[src/sv/send_window_tracking_table_macros.svh]
// ----------------------------------------------------------------------------
// send window tracking table assertion macros
// shared property forms for the checks at the end of the top rtl module
// ----------------------------------------------------------------------------
`ifndef SEND_WINDOW_TRACKING_TABLE_MACROS_SVH
`define SEND_WINDOW_TRACKING_TABLE_MACROS_SVH

// consequent must hold in the same cycle as the antecedent
`define SWTT_ASSERT_NOW(label, clk, rst, ante, cons) \
  label: assert property (@(posedge clk) disable iff (rst) (ante) |-> (cons)) \
    else $error("swtt check failed");

// consequent must hold in the cycle after the antecedent
`define SWTT_ASSERT_NEXT(label, clk, rst, ante, cons) \
  label: assert property (@(posedge clk) disable iff (rst) (ante) |=> (cons)) \
    else $error("swtt check failed");

`endif

[src/sv/swtt_pkg.sv]
// ----------------------------------------------------------------------------
// swtt_pkg
// types and constants shared by the send window tracking table modules
// ----------------------------------------------------------------------------
package swtt_pkg;

  localparam int TABLE_DEPTH_DEF = 64;
  localparam int WIN_W           = 7;
  localparam int SLOT_W          = 6;
  localparam int OP_W            = 2;
  localparam int USEC_W          = 20;
  localparam logic [WIN_W-1:0] WINDOW_RESET = 7'd64;

  typedef enum logic [1:0] {
    OP_INSERT = 2'd0,
    OP_LOOKUP = 2'd1,
    OP_REMOVE = 2'd2,
    OP_NOP    = 2'd3
  } op_t;

  typedef enum logic [1:0] {
    STAT_OK   = 2'd0,
    STAT_FULL = 2'd1,
    STAT_MISS = 2'd2
  } status_t;

  typedef enum logic [2:0] {
    ST_CLEAR,
    ST_IDLE,
    ST_SCAN,
    ST_FETCH,
    ST_DONE
  } state_t;

  typedef struct packed {
    logic [31:0] secs;
    logic [31:0] seqno;
  } key_t;

  typedef struct packed {
    logic [31:0]       secs;
    logic [USEC_W-1:0] usec;
    logic [31:0]       ident;
  } entry_t;

  typedef struct packed {
    logic key_we;
    logic key_re;
    logic data_we;
    logic data_re;
  } mem_ctl_t;

  typedef struct packed {
    logic clear;
    logic valid;
    logic skip;
    logic match_en;
  } scan_ctl_t;

endpackage

[src/sv/swtt_scan.sv]
// ----------------------------------------------------------------------------
// swtt_scan
// shared key comparator: first match in scan order and occupied count
// ----------------------------------------------------------------------------
module swtt_scan #(
  parameter int TABLE_DEPTH = swtt_pkg::TABLE_DEPTH_DEF
) (
  input  logic                             clk,
  input  logic                             rst,
  input  swtt_pkg::scan_ctl_t              scan_ctl,
  input  logic [$clog2(TABLE_DEPTH)-1:0]   cmp_addr,
  input  swtt_pkg::key_t                   stored,
  input  swtt_pkg::key_t                   target,
  output logic                             hit,
  output logic [$clog2(TABLE_DEPTH)-1:0]   hit_slot,
  output logic [swtt_pkg::WIN_W-1:0]       cnt
);

  logic key_eq;
  logic secs_set;

  assign key_eq   = (stored == target);
  assign secs_set = (stored.secs != '0);

  always_ff @(posedge clk) begin
    if (rst) begin
      hit <= 1'b0;
      cnt <= '0;
    end else if (scan_ctl.clear) begin
      hit <= 1'b0;
      cnt <= '0;
    end else if (scan_ctl.valid) begin
      // a slot being removed is counted as already free
      if (secs_set && !scan_ctl.skip) begin
        cnt <= cnt + swtt_pkg::WIN_W'(1);
      end
      if (scan_ctl.match_en && key_eq && !hit) begin
        hit      <= 1'b1;
        hit_slot <= cmp_addr;
      end
    end
  end

endmodule

[config.mk]
export PLATFORM = sky130hd
export DESIGN_NAME = swtt_scan
export DESIGN_NICKNAME = d
export VERILOG_FILES = /design/src/sv/send_window_tracking_table_macros.svh /design/src/sv/swtt_pkg.sv /design/src/sv/swtt_scan.sv
export SDC_FILE = /design/constraint.sdc
export NUM_CORES = 1
export LEC_CHECK = 0
export ABC_AREA = 1
export BUFFER_PORTS_ARGS = -buffer_cell sky130_fd_sc_hd__buf_2
export CAP_MARGIN = 5
export CORE_ASPECT_RATIO = 1.5
export CORE_MARGIN = 4
export CORE_UTILIZATION = 35
export CTS_CLUSTER_SIZE = 16
export DETAILED_ROUTE_END_ITERATION = 8
export GPL_TIMING_DRIVEN = 1
export HOLD_SLACK_MARGIN = 0.12
export PLACE_DENSITY = 0.76
export SETUP_SLACK_MARGIN = 0.2
export SLEW_MARGIN = 5
export SYNTH_ARGS = -nofsm -noshare
export SYNTH_HDL_FRONTEND = slang
export SYNTH_SLANG_ARGS = --single-unit
[constraint.sdc]
create_clock -name clk -period 2.7 [get_ports clk]
set_input_delay 0.135 -clock clk [delete_from_list [all_inputs] [get_ports clk]]
set_output_delay 0.135 -clock clk [all_outputs]
set_load 0.005 [all_outputs]
==> impl_metrics.toml <==
[status]
run_status = "completed"

[route]
wl_per_cell_microns = 10.62
drc_errors = 0
ant_nets = 0
drtIter0Drc = 79
wirelength_microns = 6447
via_per_inst = 4.290
dr_total_vias = 2604
drt-pass1-iter-count = 4

[setup_path]
reg2reg_to = "hit_slot[1]$_DFFE_PP_"
worst-path-max-fanout = 6
worst-endpoint-arrival_ns = 1.52
rrSetupSlack_ns = 1.12
worstSetupEndpoint = "hit_slot[1]$_DFFE_PP_"
max_stage_delay_ns = 0.33
cp-startpoint = "hit$_SDFFE_PP0P_"
reg2reg_depth = 8
r2r_start = "hit$_SDFFE_PP0P_"
worstSetupPathType = "register to register"
cp.required_ns = 2.64
path_cells = "nand3b_1 > nor2_1 > nand2_1 > nor2_1 > nand2_1 > nor2_2 > nand3_2 > inv_1"
crit_path_end_kind = "register"
cp-start-kind = "register"
cp_slowest_cell = "dfxtp_1"

[sta]
fin_tns_setup_ns = 0
period_share_pct = 58.46
rsz0062_at_grt = "false"
tightest_slew_ns = 0.3248
hold_viol = 0
slew_headroom_pct = 78.33
period_needed_ns = 1.578
setup_violations = 0
clock-skew-final_ns = 0.003779
slew_viol_final = 0
max_freq_ghz = 0.6335

[clock_network]
postCtsSetupBuffers = 0
worstSkewPairLatency_ns = 0.25
cts_buffer_depth = 2
clock_sinks = 14
cts_tree = "built"
htreeDepth = 1
cts_buffers = 3
clk_pin_slew_ns = 0.06
root_buffer = "clkbuf_8"

[floorplan]
coreArea_sq_um = 5205
ios = 154
initial_core_util_pct = 36.30
rows = 32
die_area_sq_um = 6662
die_y_microns = 97.99
die_x_microns = 67.99

[finish]
final_common_cell = "buf_2"
multi_input_area_sq_um = 1215
layout_common_cells = "buf_2 (153), nand2_1 (152), inv_1 (87)"
layout.area.seq_sq_um = 340.3
fill_cells = 567
fin_cells = 607
layout-drive-gt1-share_pct = 30.80
antenna_cells = 0
nNetsFinal = 681
syn2layout_area_growth_pct = 50.60

[global_route]
grt_usage_pct = 19.47
grt_max_degree = 9
antenna_found_initial = 0
grt_pass1_vias = 2564
grt_pass1_wl_microns = 10290
grt_overflow = 0

[synth]
ys_seq_area_share_pct = 18.01
yosysWarnings = 0
syn-num-nets = 517
syn-cell-area_sq_um = 1889
avgSynthCellArea_sq_um = 5.025
ys_types = 20
yosys_register_bits = 14
synth_cells = 376
synth_area_leaders = "nand2_1 (30%), inv_1 (17%), nor2_1 (11%)"
synth_top_area_share_pct = 30.20
yosys.area.top_type = "nand2_1"

[place]
numPlacedInstances = 597
dp_hpwl_microns = 5875
gp_congestion = 0.8294
io_buffer_count = 153

[worst_hold_path]
holdCritStartpoint = "rst"
hold_path.class = "input port to register"

[pwr]
leakagePower_nw = 1.817
ir_worst_vdd_mv = 0.1201
powerDensity_nw_per_um2 = 238.3

[run]
maxCapViolCount = 0
==> sequential cells by signal, indices dropped and copies added, names as in the netlist <==
register  count
hit           1
cnt           7
hit_slot      6
==> worst max-delay path, delay by kind of cell, from the launching register on <==
family,cells,cell delay [ns]
flip-flops,1,0.33
AND/OR/NAND/NOR,7,0.76
buffers and inverters,1,0.19
==> Yosys cell counts, drive strengths merged <==
cell,instances
xnor2,15
o21ai,21
o22ai,1
nand2,153
a21oi,5
xor2,2
edfxtp,6
nor2,63
inv,89
nand3b,1
nand3,9
dfxtp,8
ha,1
nand4,2
==> power by group <==
group          switching [mW]  internal, mW
registers             0.00119         0.222
logic                   0.140         0.142
clock network          0.0727         0.101
==> final cells by class <==
class	instances	area share, %
clock buffers	3	1.451
clock inverters	1	0.1319
inverters	89	11.74
multi-input cells	273	42.70
flip-flops and latches	14	11.96
well taps	68	2.990
repair buffers	159	29.02
==> stage by stage <==
stage,utilization [%],worst slack (ns),power [mW],area (sq um),hold slack [ns]
after floorplan,-,1.338,0.3554,1889,0.2339
after global placement,52.64,1.172,0.4989,2740,0.3133
after detailed placement,52.64,1.126,0.5040,2740,0.3133
after CTS,54.66,1.108,0.6830,2845,0.1525
after global routing,54.66,1.001,0.7340,2845,0.1898
final,54.66,1.122,0.6780,2845,0.1523
==> logic make-up after synthesis <==
| kind of cell | share of synthesized area (%) |
|---|---|
| adder cells (fa/ha/maj) | 0.6621 |
| flip-flops | 18.01 |
| XOR/XNOR | 7.881 |
| AO/OA/AOI/OAI | 7.219 |
| buffers and inverters | 17.68 |
| AND/OR/NAND/NOR | 48.54 |
==> repair_timing <==
action,4_1_cts,5_1_grt
gates resized for setup,0,0
endpoints found under the setup margin,0,0
hold buffers,6,0
hold endpoints to repair,6,0
==> layer usage <==
layer,vias up,wire length (microns),global-route usage (%)
li1,1413,-,-
met1,1083,2251,19.38
met2,103,3575,39.60
met3,5,562,2.877
met4,0,58,3.828
met5,-,0,0
==> worst min path at each step <==
| stage | to | slack (ns) | depth (start not counted) |
|---|---|---|---|
| after floorplan | hit_slot[0]$_DFFE_PP_ | 0.23 | 0 |
| after global placement | hit_slot[4]$_DFFE_PP_ | 0.31 | 1 |
| after detailed placement | hit_slot[4]$_DFFE_PP_ | 0.31 | 1 |
| after CTS | cnt[0]$_SDFFE_PP0P_ | 0.15 | 4 |
| after global routing | cnt[0]$_SDFFE_PP0P_ | 0.19 | 4 |
| final | cnt[0]$_SDFFE_PP0P_ | 0.15 | 4 |
(Power assumes the default switching activity.)
